===== src/sv/pcs_pkg.sv =====
package pcs_pkg;

  localparam int CHAN_W   = 8;
  localparam int NUM_CHAN = 3;
  localparam int CNT_W    = $clog2(CHAN_W);

  localparam logic [CHAN_W-1:0] CHAN_MAX = {CHAN_W{1'b1}};
  localparam logic [CNT_W-1:0]  CNT_LAST = CNT_W'(CHAN_W - 1);

  localparam logic ACT_MEASURE   = 1'b0;
  localparam logic ACT_NORMALIZE = 1'b1;

  typedef struct packed {
    logic              action;
    logic              frame_start;
    logic [CHAN_W-1:0] red_in;
    logic [CHAN_W-1:0] green_in;
    logic [CHAN_W-1:0] blue_in;
  } in_data_t;

  typedef struct packed {
    logic [CHAN_W-1:0] red_out;
    logic [CHAN_W-1:0] green_out;
    logic [CHAN_W-1:0] blue_out;
    logic              flat_flag;
  } out_data_t;

  typedef struct packed {
    logic start;
    logic normalize;
    logic restart;
  } lane_ctl_t;

  typedef struct packed {
    logic              busy;
    logic              flat;
    logic [CHAN_W-1:0] value;
  } lane_sts_t;

endpackage


===== src/sv/pcs_lane.sv =====
module pcs_lane
  import pcs_pkg::*;
(
  input  logic              clk,
  input  logic              rst_n,
  input  lane_ctl_t         ctl_i,
  input  logic [CHAN_W-1:0] pix_i,
  output lane_sts_t         sts_o
);

  logic [CHAN_W-1:0] min_r;
  logic [CHAN_W-1:0] max_r;
  logic              busy_r;
  logic [CNT_W-1:0]  cnt_r;
  logic              flat_r;
  logic [CHAN_W-1:0] q_r;
  logic [CHAN_W-1:0] rem_r;
  logic [CHAN_W-1:0] num_r;
  logic [CHAN_W-1:0] range_r;

  logic              flat_c;
  logic              below_c;
  logic              above_c;
  logic [CHAN_W-1:0] diff_c;
  logic [2*CHAN_W-1:0] num_c;
  logic [CHAN_W:0]   rem2_c;
  logic [CHAN_W:0]   sub_c;
  logic              take_c;

  // range check and scaled numerator (p - min) * max code
  assign flat_c  = (max_r <= min_r);
  assign below_c = (pix_i <= min_r);
  assign above_c = (pix_i >= max_r);
  assign diff_c  = pix_i - min_r;
  assign num_c   = {diff_c, {CHAN_W{1'b0}}} - {{CHAN_W{1'b0}}, diff_c};

  // one restoring division step per cycle
  assign rem2_c = {rem_r, num_r[CHAN_W-1]};
  assign sub_c  = rem2_c - {1'b0, range_r};
  assign take_c = (rem2_c >= {1'b0, range_r});

  always_ff @(posedge clk) begin
    if (!rst_n) begin
      min_r  <= CHAN_MAX;
      max_r  <= '0;
      busy_r <= 1'b0;
      cnt_r  <= '0;
    end else if (ctl_i.start && ctl_i.normalize == ACT_MEASURE) begin
      if (ctl_i.restart) begin
        min_r <= pix_i;
        max_r <= pix_i;
      end else begin
        if (pix_i < min_r) min_r <= pix_i;
        if (pix_i > max_r) max_r <= pix_i;
      end
    end else if (ctl_i.start) begin
      cnt_r  <= '0;
      busy_r <= !(flat_c || below_c || above_c);
    end else if (busy_r) begin
      cnt_r <= cnt_r + 1'b1;
      if (cnt_r == CNT_LAST) begin
        busy_r <= 1'b0;
      end
    end
  end

  always_ff @(posedge clk) begin
    if (ctl_i.start && ctl_i.normalize == ACT_NORMALIZE) begin
      flat_r  <= flat_c;
      rem_r   <= num_c[2*CHAN_W-1:CHAN_W];
      num_r   <= num_c[CHAN_W-1:0];
      range_r <= max_r - min_r;
      if (flat_c || below_c) begin
        q_r <= '0;
      end else if (above_c) begin
        q_r <= CHAN_MAX;
      end else begin
        q_r <= '0;
      end
    end else if (busy_r) begin
      num_r <= {num_r[CHAN_W-2:0], 1'b0};
      if (take_c) begin
        rem_r <= sub_c[CHAN_W-1:0];
        q_r   <= {q_r[CHAN_W-2:0], 1'b1};
      end else begin
        rem_r <= rem2_c[CHAN_W-1:0];
        q_r   <= {q_r[CHAN_W-2:0], 1'b0};
      end
    end
  end

  assign sts_o.busy  = busy_r;
  assign sts_o.flat  = flat_r;
  assign sts_o.value = q_r;

endmodule


===== src/sv/per_channel_contrast_stretch_core.sv =====
// channel  ports                                 direction
// in       in_valid, in_ready, in_data           pixel requests in
// out      out_valid, out_ready, out_data        stretched pixels out
//
// a measure request does not leave IDLE, so in_ready stays high for the next request
// a normalize request runs an 8-step bit-serial divide in each colour lane,
// so in_ready stays low until the lanes finish and the result is loaded, even with no divide
// the result sits in an output register, so a new request is taken while it waits
// reset (rst_n, synchronous) sets min to all ones and max to zero per channel
// a stalled output holds the finished lanes until the register frees up
module per_channel_contrast_stretch_core
  import pcs_pkg::*;
(
  input  logic      clk,
  input  logic      rst_n,
  input  logic      in_valid,
  output logic      in_ready,
  input  in_data_t  in_data,
  output logic      out_valid,
  input  logic      out_ready,
  output out_data_t out_data
);

  typedef enum logic [1:0] {
    ST_IDLE = 2'b01,
    ST_RUN  = 2'b10
  } state_t;

  state_t    state_r;
  logic      out_valid_r;
  out_data_t out_data_r;

  lane_ctl_t         lane_ctl;
  lane_sts_t         lane_sts [NUM_CHAN];
  logic [CHAN_W-1:0] lane_pix [NUM_CHAN];
  logic [NUM_CHAN-1:0] busy_vec;
  logic [NUM_CHAN-1:0] flat_vec;

  logic in_acc;
  logic load;

  assign in_ready = (state_r == ST_IDLE);
  assign in_acc   = in_valid && in_ready;
  assign load     = (state_r == ST_RUN) && !(|busy_vec) && (!out_valid_r || out_ready);

  assign lane_ctl.start     = in_acc;
  assign lane_ctl.normalize = in_data.action;
  assign lane_ctl.restart   = in_data.frame_start;

  assign lane_pix[0] = in_data.red_in;
  assign lane_pix[1] = in_data.green_in;
  assign lane_pix[2] = in_data.blue_in;

  for (genvar g = 0; g < NUM_CHAN; g++) begin : g_lane
    pcs_lane u_lane (
      .clk   (clk),
      .rst_n (rst_n),
      .ctl_i (lane_ctl),
      .pix_i (lane_pix[g]),
      .sts_o (lane_sts[g])
    );
    assign busy_vec[g] = lane_sts[g].busy;
    assign flat_vec[g] = lane_sts[g].flat;
  end

  always_ff @(posedge clk) begin
    if (!rst_n) begin
      state_r     <= ST_IDLE;
      out_valid_r <= 1'b0;
    end else begin
      unique case (state_r)
        ST_IDLE: begin
          if (in_acc && in_data.action == ACT_NORMALIZE) state_r <= ST_RUN;
        end
        ST_RUN: begin
          if (load) state_r <= ST_IDLE;
        end
        default: state_r <= ST_IDLE;
      endcase
      if (load) begin
        out_valid_r <= 1'b1;
      end else if (out_ready) begin
        out_valid_r <= 1'b0;
      end
    end
  end

  // merge the lane results
  always_ff @(posedge clk) begin
    if (load) begin
      out_data_r.red_out   <= lane_sts[0].value;
      out_data_r.green_out <= lane_sts[1].value;
      out_data_r.blue_out  <= lane_sts[2].value;
      out_data_r.flat_flag <= |flat_vec;
    end
  end

  assign out_valid = out_valid_r;
  assign out_data  = out_data_r;

  a_rise_from_run: assert property (@(posedge clk) disable iff (!rst_n)
    $rose(out_valid_r) |-> $past(state_r == ST_RUN))
    else $error("result appeared without a normalize in flight");

  a_busy_in_run: assert property (@(posedge clk) disable iff (!rst_n)
    (|busy_vec) |-> (state_r == ST_RUN))
    else $error("lane dividing while control is idle");

  a_norm_runs: assert property (@(posedge clk) disable iff (!rst_n)
    (in_acc && in_data.action == ACT_NORMALIZE) |=> (state_r == ST_RUN))
    else $error("normalize request did not start the lanes");

endmodule


===== config.mk =====
export PLATFORM = sky130hd
export DESIGN_NAME = per_channel_contrast_stretch_core
export DESIGN_NICKNAME = d
export VERILOG_FILES = /design/src/sv/pcs_pkg.sv /design/src/sv/pcs_lane.sv /design/src/sv/per_channel_contrast_stretch_core.sv
export SDC_FILE = /design/constraint.sdc
export NUM_CORES = 1
export LEC_CHECK = 0
export ABC_AREA = 1
export BUFFER_PORTS_ARGS = -buffer_cell sky130_fd_sc_hd__buf_2
export CORE_MARGIN = 8
export CORE_UTILIZATION = 46
export DETAILED_ROUTE_END_ITERATION = 16
export GPL_ROUTABILITY_DRIVEN = 0
export PLACE_DENSITY = 0.6
export SYNTH_ARGS = -nofsm -noshare
export SYNTH_HDL_FRONTEND = slang
export SYNTH_SLANG_ARGS = --single-unit

===== constraint.sdc =====
create_clock -name clk -period 5.43 [get_ports clk]
set_input_delay 0.543 -clock clk [delete_from_list [all_inputs] [get_ports clk]]
set_output_delay 0.543 -clock clk [all_outputs]
set_load 0.005 [all_outputs]

After elaboration in Yosys (flattened, before gate mapping):

Cells that the tools add are included.

* $add $sub $neg: 15
* $lt $le $gt $ge: 18
* eq/ne operators: 7
* multiplexer cells: 62
* bitwise gates (word level): 2
* reduce and logical (&&, ||, !) cells: 42

Operators by type and width (count)
* 8-bit 2-to-1 mux: 39
* 8-bit subtractor: 9
* 8-bit less-or-equal comparator: 6
* 16-bit by 8-bit subtractor with 16-bit output: 3
* 9-bit by 8-bit greater-or-equal comparator with 1-bit output: 3
* 2-bit nonzero test: 13
* 8-bit greater-or-equal comparator: 3
* 8-bit > comparator: 3
* 8-bit < comparator: 3
* 2-bit AND reduction: 10
* 3-bit 2-to-1 mux: 6
* 1-bit 2-to-1 mux: 14
* 3-bit by 1-bit adder with 3-bit output, second input constant: 3
* 3-bit == test, second input constant: 3
* 1-bit logical OR: 7
* 3-bit OR reduction: 2
* 1-bit logical AND: 5
* 1-bit zero test: 5
* 2-bit 2-to-1 mux: 2
* 2-bit one-hot mux with 2 select lines: 1
* 2-bit by 1-bit == test with 1-bit output, second input constant: 1
* 2-bit == test, second input constant: 1
* 2-bit by 1-bit inequality test with 1-bit output, second input constant: 1
* 2-bit inequality test, second input constant: 1
* 1-bit inverter: 2

* bits in registers: 187
* input port bits: 30
* output and inout port bits: 27
* word-level logic and storage cells: 179

Longest topological paths before layout:

Gate-level depths: netlist (run 1).

* depth after elaboration: 6
* gate-level depth with buffers: 16
* depth with buffers taken out: 16

Cells and area by module:

Synthesis (run 1) repeated with hierarchy kept, for this count alone.

* cells, all modules: 1544
* area, all modules: 12665.9 um^2

Modules (own cells, without submodules)
* pcs_lane (g_lane[0].u_lane): instances 1, cells each 500, area each 3920.0 um^2, sequential area each 1391.3 um^2
* pcs_lane (g_lane[2].u_lane): instances 1, cells each 494, area each 3917.5 um^2, sequential area each 1391.3 um^2
* pcs_lane (g_lane[1].u_lane): instances 1, cells each 502, area each 3891.2 um^2, sequential area each 1391.3 um^2
* per_channel_contrast_stretch_core: instances 1, cells each 48, area each 937.1 um^2, sequential area each 810.8 um^2

Worst setup path before layout (run 1):

No wires, ideal clock.

* kind: input to register
* start: in in_data[0] in the netlist's numbering
* end: reg g_lane[2].u_lane.num_r[7] (data pin)
* setup time: 257 ps
* arrival time: 2206 ps
* data required time: 5173 ps
* path slack: 2966 ps
* stages on the path: 13
* buffers on the path: 0
* path through: inv_1 ha_1 inv_1 fa_1 or2_1 nand2_2 nand3_1 nor2_4 inv_2 nor2_2 nand3_1 o21ai_0 nor2_1

* cells in the longest elaborated chain, start to end: 3

Ends and longest elaborated chain
* start, declared: RTL line per_channel_contrast_stretch_core.sv:18 `input in_data_t in_data,`
* 8-bit subtractor: RTL line pcs_lane.sv:34 `assign diff_c = pix_i - min_r;`
* 16-bit by 8-bit subtractor with 16-bit output: RTL line pcs_lane.sv:35 `assign num_c = {diff_c, {CHAN_W{1'b0}}} - {{CHAN_W{1'b0}}, diff_c};`
* 8-bit 2-to-1 mux: RTL line pcs_lane.sv:68 `if (ctl_i.start && ctl_i.normalize == ACT_NORMALIZE) begin`
* end signal, assigned: RTL line pcs_lane.sv:71 `num_r <= num_c[CHAN_W-1:0];`
* end signal, assigned: RTL line pcs_lane.sv:81 `num_r <= {num_r[CHAN_W-2:0], 1'b0};`
* end, declared: RTL line pcs_lane.sv:18 `logic [CHAN_W-1:0] num_r;`

No other way between the ends.
A chain may end at the register's enable or synchronous reset.

Final worst setup path (run 1):

* start: reg g_lane[0].u_lane.max_r[0]
* end: reg g_lane[0].u_lane.q_r[2] (data pin)

* cells in the longest elaborated chain, start to end: 4
* elaborated cells on any way between the ends: 6
* classes of those cells: order compare: 2; mux: 3; reduce/logical: 1

Ends and longest elaborated chain
* start, declared: RTL line pcs_lane.sv:12 `logic [CHAN_W-1:0] max_r;`
* start signal, assigned: RTL line pcs_lane.sv:51 `max_r <= pix_i;`
* start signal, assigned: RTL line pcs_lane.sv:54 `if (pix_i > max_r) max_r <= pix_i;`
* 8-bit less-or-equal comparator: RTL line pcs_lane.sv:31 `assign flat_c = (max_r <= min_r);`
* net g_lane[0].u_lane.flat_c: RTL line pcs_lane.sv:21 `logic flat_c;`
* 1-bit logical OR: RTL line pcs_lane.sv:73 `if (flat_c || below_c) begin`
* 8-bit 2-to-1 mux: RTL line pcs_lane.sv:73
* 8-bit 2-to-1 mux: RTL line pcs_lane.sv:68
* end signal, assigned: RTL line pcs_lane.sv:84 `q_r <= {q_r[CHAN_W-2:0], 1'b1};`
* end signal, assigned: RTL line pcs_lane.sv:87 `q_r <= {q_r[CHAN_W-2:0], 1'b0};`
* end, declared: RTL line pcs_lane.sv:16 `logic [CHAN_W-1:0] q_r;`

The timed path passes the listed nets, and every way through them passes these cells.

==> out/qor.csv, run 1 <==
metric,value,unit
insertion_delay,440,ps
yosysMostFrequentCell,nand2_1,
p_leak,6.20,nW
hp-class,input port to flop,
min_to,g_lane[1].u_lane.max_r[0]$_SDFFE_PN0P_,
finalSetupViolations,0,
grt_usage,0.170,
numCtsBuffers,17,
synth_edf_count,124,
drive_gt1_frac,0.109,
maxSlewViolCount,0,
ir_worst_vdd,183,uV
vias,9449,
p_per_area,308,mW/mm2
ctsResizeCount,0,
path_max_fanout,8,
final_net_count,1643,
hpwl,19900,um
cts.sinks,187,
yosysWarnings,0,
wl_per_cell,14.1,um
finalCritPeriodShare,0.480,
worstPathArrival,2900,ps
antenna_found_initial,0,
drc,0,
rsz0062_at_grt,no,
postRouteAntennaNets,0,
fp.coreArea,0.0258,mm2
clk_path_buf_depth,2,
die-area,0.0313,mm2
rr_endpoint,g_lane[0].u_lane.q_r[2]$_DFFE_PP_,
finClkSkew,15.1,ps
placed_cells,1812,
postCtsSetupBuffers,0,
yosys.area.top_type_share,0.312,
slew_headroom,0.286,
ff2ff_path_depth,10,
antenna_cells,0,
post_dp_cell_area,0.0125,mm2
worstPathRequired,5720,ps
ioPinCount,57,
hp-start,in_data[8],
grt.overflow.total,0,
syn_nets,1587,
seq_area_frac_synth,0.418,
final_design_area_no_fill,0.0131,mm2
io_buffers,56,
cts_tree,yes,
holdBufCountCts,0,
reg2reg_from,g_lane[0].u_lane.max_r[0]$_SDFFE_PN0P_,
synth_flop_cell,edfxtp_1,
path_clk_slew,80,ps
syn_to_final_growth,10.0,%
first_pass_iters,5,
synth_top_area_cell,edfxtp_1,
setup_tns,0,ps
drt-total-wl,26000,um
via_per_inst,5.12,
start_kind,flop,
grt_max_degree,61,
worstSetupPathType,flop to flop,
start_util,0.463,
hold_viol_final,0,
synth_top_cells_by_count,"359 x nand2_1, 186 x inv_1, 124 x edfxtp_1",
fin_cells,1844,
syn_area_per_cell,8.28,um2
grt_pass1_wl,43800,um
drt_iter0_markers,460,
ff2ff_setup_slack,2820,ps
fmax,383,MHz
maxCapViolCount,0,
status,"finished, final reports clean",
hold_slack,374,ps
die_w,177,um
grt_pass1_vias,8989,
h-tree-depth,4,
fin_util,0.509,
syn_inst,1440,
period_minus_slack,2610,ps
synth.area.top_cells,"edfxtp_1 31%, ha_1 11%, nand2_1 11%, dfxtp_1 11%, inv_1 5.9%",
yosys.cell_types.count,48,
fillers,2472,
whs_path_depth,3,
ys_ff_latch,187,
end_kind,flop,
fp.dieH,177,um
ys_async_sr_fraction,0,
rows,59,
cts_root_buf,clkbuf_16,
tightestPinTransition,1070,ps
syn_area,0.0119,mm2
[metrics by stage]
step                      power (mW)  setup WS (ps)
after global routing            4.29           2650
after floorplan                 2.59           2970
final                           4.04           2820
after detailed placement        2.85           2650
after CTS                       4.07           2840
after global placement          2.83           2670
[critical path: stages, from the launching register on]
cell and delay [ps]:
dfxtp_1 360, inv_1 70, ha_1 220, fa_1 410, o21ai_1 320, nand2_1 90
nand3_1 90, nand2_1 90, nor2_1 320, o211ai_2 330, nand2_1 140
[cells in the final DEF (no fill, tap or decap), types with 17 or more instances in the layout]
cell and instances:
inv_1 186, nand2_2 23, nor2_1 108, edfxtp_1 124
o211ai_1 21, buf_2 56, dfxtp_1 63, a21oi_1 69
nand4_1 20, clkbuf_16 17, xor2_1 26, nand3_1 111
nand2_1 359, ha_1 108, o21ai_0 57
[metal layers]
metal	track usage	part of all wire	wire length, um	up-vias
met4	0.0480	0.012	308	0
met5	0	0	0	-
li1	-	-	-	4925
met2	0.259	0.42	11000	150
met1	0.247	0.53	13700	4353
met3	0.0220	0.039	1010	21
[worst max path at each step]
stage / depth (start not counted) / start / to / slack (ps)
after floorplan: 13 / in_data[0] / g_lane[2].u_lane.num_r[7]$_DFFE_PP_ / 2970
after global placement: 14 / in_data[0] / g_lane[2].u_lane.num_r[7]$_DFFE_PP_ / 2670
after detailed placement: 14 / in_data[8] / g_lane[1].u_lane.rem_r[1]$_DFFE_PP_ / 2650
after CTS: 10 / g_lane[0].u_lane.max_r[0]$_SDFFE_PN0P_ / g_lane[0].u_lane.q_r[2]$_DFFE_PP_ / 2840
after global routing: 10 / g_lane[0].u_lane.max_r[0]$_SDFFE_PN0P_ / g_lane[0].u_lane.q_r[4]$_DFFE_PP_ / 2650
final: 10 / g_lane[0].u_lane.max_r[0]$_SDFFE_PN0P_ / g_lane[0].u_lane.q_r[2]$_DFFE_PP_ / 2820
[registers in the layout, summed over array words and instances (netlist names)]
register               flops
g_lane.u_lane.min_r       24
g_lane.u_lane.range_r     24
g_lane.u_lane.cnt_r        9
g_lane.u_lane.num_r       24
out_valid                  1
g_lane.u_lane.rem_r       24
g_lane.u_lane.q_r         24
g_lane.u_lane.flat_r       3
g_lane.u_lane.busy_r       3
g_lane.u_lane.max_r       24
state_r                    2
out_data                  25
[report_power, final]
group / internal, mW / switching, mW / leakage, nW / total [mW]
combinational: 0.389 / 0.689 / 4.24 / 1.08
clock: 0.613 / 0.614 / 0.282 / 1.23
sequential: 1.68 / 0.0577 / 1.67 / 1.74
[area by class of cell]
class                   instances  area (um2)  area share
well taps                     335         419      0.0320
flip-flops and latches        187        4980       0.380
inverters                     197         739      0.0564
repair buffers                 59         303      0.0231
clock inverters                15         149      0.0114
multi-input cells            1034        6100       0.465
clock buffers                  17         425      0.0324
[cells by family after synthesis]
kind of cell / synth area share
buffers and inverters: 0.0705
AND/OR/NAND/NOR: 0.258
AO/OA/AOI/OAI: 0.0957
adder cells (fa/ha/maj): 0.128
flip-flops: 0.418
XOR/XNOR: 0.0294
No activity file was read; power rests on OpenSTA's default activity.
==> run 2: changes to the inputs <==
--- a/config.mk
+++ b/config.mk
@@ -5,7 +5,7 @@
 export SDC_FILE = /design/constraint.sdc
 export NUM_CORES = 1
 export LEC_CHECK = 0
-export ABC_AREA = 1
+export ABC_AREA = 0
 export BUFFER_PORTS_ARGS = -buffer_cell sky130_fd_sc_hd__buf_2
 export CORE_MARGIN = 8
 export CORE_UTILIZATION = 46
==> constraint.sdc (replaced) <==
create_clock -name clk -period 2.7 [get_ports clk]
set_input_delay 0.27 -clock clk [delete_from_list [all_inputs] [get_ports clk]]
set_output_delay 0.27 -clock clk [all_outputs]
set_load 0.005 [all_outputs]
==> run 2 against run 1 <==
Net effect: the flow now finishes with violations (negative setup slack); critical path type unchanged; sequential share of layout area fell by 3.4 points; critical endpoint is now g_lane[1].u_lane.rem_r[4]$_DFFE_PP_; highest routed layer unchanged; die area grew 1.2%; sequential power grew 91%; count of clock-buffer cells in the layout is the same.
==> out/qor.csv, run 2 <==
metric,value,unit,change
status,"finished, violations left",,
violations,negative setup slack,,
p_per_area,548,mW/mm2,+78%
syn_area_per_cell,9.71,um2,+17%
period_minus_slack,2710,ps,+105 ps
final_common_cell,nand2_1,,
post_dp_cell_area,0.0135,mm2,+7.3%
drt-total-wl,27400,um,+5.4%
drt_iter0_markers,471,,+2.4%
rsz0062_at_grt,yes,,
finalCritPeriodShare,1.00,,+0.524
fillers,2344,,-5.2%
worstSetupPathType,flop to flop,,
cts_root_buf,clkbuf_16,,
die_w,178,um,+0.58%
max_stage_delay,430,ps,+20 ps
yosys.area.top_type_share,0.308,,-0.00395
synth_top_area_cell,edfxtp_1,,
ioPinCount,57,,unchanged
setup_ws,-12.4,ps,-2830 ps
numCtsBuffers,17,,unchanged
start_kind,flop,,
start_util,0.466,,+0.00326
yosysWarnings,0,,unchanged
maxSlewViolCount,0,,unchanged
cts.sinks,187,,unchanged
drc,0,,unchanged
final_design_area_no_fill,0.0144,mm2,+10%
synth_flop_cell,edfxtp_1,,
antenna_found_initial,0,,unchanged
slowest_stage,or3b_4,,
fp.coreArea,0.0259,mm2,+0.57%
vias,9342,,-1.1%
setup_tns,-12.4,ps,-12.4 ps
syn_to_final_growth,19.7,%,
synth.area.top_cells,"edfxtp_1 31%, ha_1 11%, dfxtp_1 10%, nand2_1 4.4%, mux2i_1 4.1%",,
via_per_inst,5.38,,+5.0%
first_pass_iters,5,,unchanged
finalSetupViolations,1,,+1
p_leak,6.30,nW,+1.7%
use_met3,0.0313,,+0.00935
grt_pass1_wl,44500,um,+1.6%
use_met2,0.264,,+0.00519
cts_tree,yes,,
fp.dieH,178,um,+0.58%
fmax,369,MHz,-3.9%
maxCapViolCount,0,,unchanged
yosys.cell_types.count,83,,+73%
rows,59,,unchanged
layout_common_cells,"140 x nand2_1, 124 x edfxtp_1, 102 x inv_1",,
antenna_cells,0,,unchanged
final_net_count,1535,,-6.6%
slew_headroom,0.546,,+0.260
synth_edf_count,124,,unchanged
end_kind,flop,,
path_buf_inv,1,,unchanged
grt.busiest_layer,met2,,
syn_nets,1390,,-12%
ys_ff_latch,187,,unchanged
synth_top_cells_by_count,"143 x nand2_1, 124 x edfxtp_1, 109 x inv_1",,
drive_gt1_frac,0.206,,+0.0962
insertion_delay,440,ps,about the same
worstPathArrival,2890,ps,about the same
hold_viol_final,0,,unchanged
postRouteAntennaNets,0,,unchanged
syn_area,0.0121,mm2,+1.3%
hp-class,input port to flop,,
hpwl,20800,um,+4.1%
io_buffers,56,,unchanged
finClkSkew,20.9,ps,+5.85 ps
tightestPinTransition,679,ps,-392 ps
clk_path_buf_depth,2,,unchanged
ir_worst_vdd,362,uV,+97%
grt_usage,0.173,,+0.00324
critical-path-top-delay-family,compound AO/OA/AOI/OAI gates,,
grt.overflow.total,0,,unchanged
grt_pass1_vias,8991,,+0.022%
holdBufCountCts,0,,unchanged
die-area,0.0317,mm2,+1.2%
gr-usage-met1,0.253,,+0.00573
grt_max_degree,46,,-25%
syn_inst,1243,,-14%
crit_chain,ha_4 -> inv_2 -> fa_2 -> a211o_1 -> a21oi_2 -> o32a_1 -> and3_4 -> or3b_4 -> o32ai_4 -> nor3_2,,
ys_async_sr_fraction,0,,unchanged
largest_reg_flops,25,,unchanged
wl_per_cell,15.8,um,+12%
path_max_fanout,4,,-4
path_clk_slew,70,ps,about the same
yosysMostFrequentCell,nand2_1,,
worstPathRequired,2880,ps,-2840 ps
seq_area_frac_synth,0.413,,-0.00529
h-tree-depth,4,,unchanged
-- run 2: cell types whose count changed after synthesis, sizes merged, moves of 17 or more --
cell   delta
xnor2    +17
o21a     +20
nor2b    +65
nand2   -241
inv      -87
a21oi    -20
nand3   -101
nor2     -57
a21o     +19
mux2i    +49
-- run 2: area by class of cell --
type / count / area, um2 / share of cell area
well taps: 335 / 419 / 0.0290
clock buffers: 17 / 425 / 0.0294
inverters: 111 / 417 / 0.0288
multi-input cells: 906 / 6840 / 0.473
repair buffers: 165 / 1190 / 0.0826
clock inverters: 15 / 158 / 0.0109
flip-flops and latches: 187 / 4990 / 0.346
-- run 2: timing repair --
action	CTS	global route
setup endpoints to repair	18	49
pin swaps	0	29
gates resized for setup	10	65
cloned	0	0
buffers inserted	0	11
-- run 2: routing by layer --
layer  share of wire  up-vias
met2            0.43      152
met4          0.0069        0
met1            0.52     4407
met5               0        -
li1                -     4769
met3           0.039       14
-- run 2: worst register-to-register path, delay by kind of cell (launching register included) --
family	cells	cell delay [ps]
compound gates	4	920
simple gates	3	690
fa+ha+maj	2	460
flops	1	370
buf+inv	1	30
-- run 2: report_power, final --
part / total, mW / internal [mW] / leakage [nW] / switching, mW
sequential: 3.32 / 3.24 / 1.66 / 0.0719
clock: 2.51 / 1.31 / 0.285 / 1.20
combinational: 2.09 / 0.953 / 4.36 / 1.13
-- run 2: path summary, 6_finish.rpt --
kind,from,to,slack (ps),cells after the start
worst max-delay path,g_lane[1].u_lane.min_r[0]$_SDFFE_PN1P_,g_lane[1].u_lane.rem_r[4]$_DFFE_PP_,-10,10
worst min-delay path,in_data[16],g_lane[0].u_lane.min_r[0]$_SDFFE_PN1P_,100,3
worst max register to register,g_lane[1].u_lane.min_r[0]$_SDFFE_PN1P_,g_lane[1].u_lane.rem_r[4]$_DFFE_PP_,-10,10
worst min register to register,g_lane[2].u_lane.q_r[7]$_DFFE_PP_,out_data[8]$_DFFE_PP_,420,0
-- run 2: kinds of logic after synthesis --
logic type | Yosys count | synth area share
XOR/XNOR | 49 | 0.0356
multiplexers | 52 | 0.0434
AND/OR/NAND/NOR | 402 | 0.170
buffers and inverters | 150 | 0.0483
AO/OA/AOI/OAI | 286 | 0.163
flip-flops | 187 | 0.413
adder cells (fa/ha/maj) | 117 | 0.127
-- run 2: through the flow --
step / std cells / hold WS, ps / setup slack [ps] / power (mW) / util
detailed placement: 1693 / 406 / -263 / 5.30 / 0.519
global placement: 1693 / 402 / -164 / 5.27 / 0.519
finish: 1736 / 104 / -12.4 / 7.91 / 0.558
floorplan: 1243 / 395 / 0.281 / 4.68 / -
global route: 1736 / 104 / -127 / 8.32 / 0.558
CTS: 1725 / 88.7 / 7.08 / 7.83 / 0.543
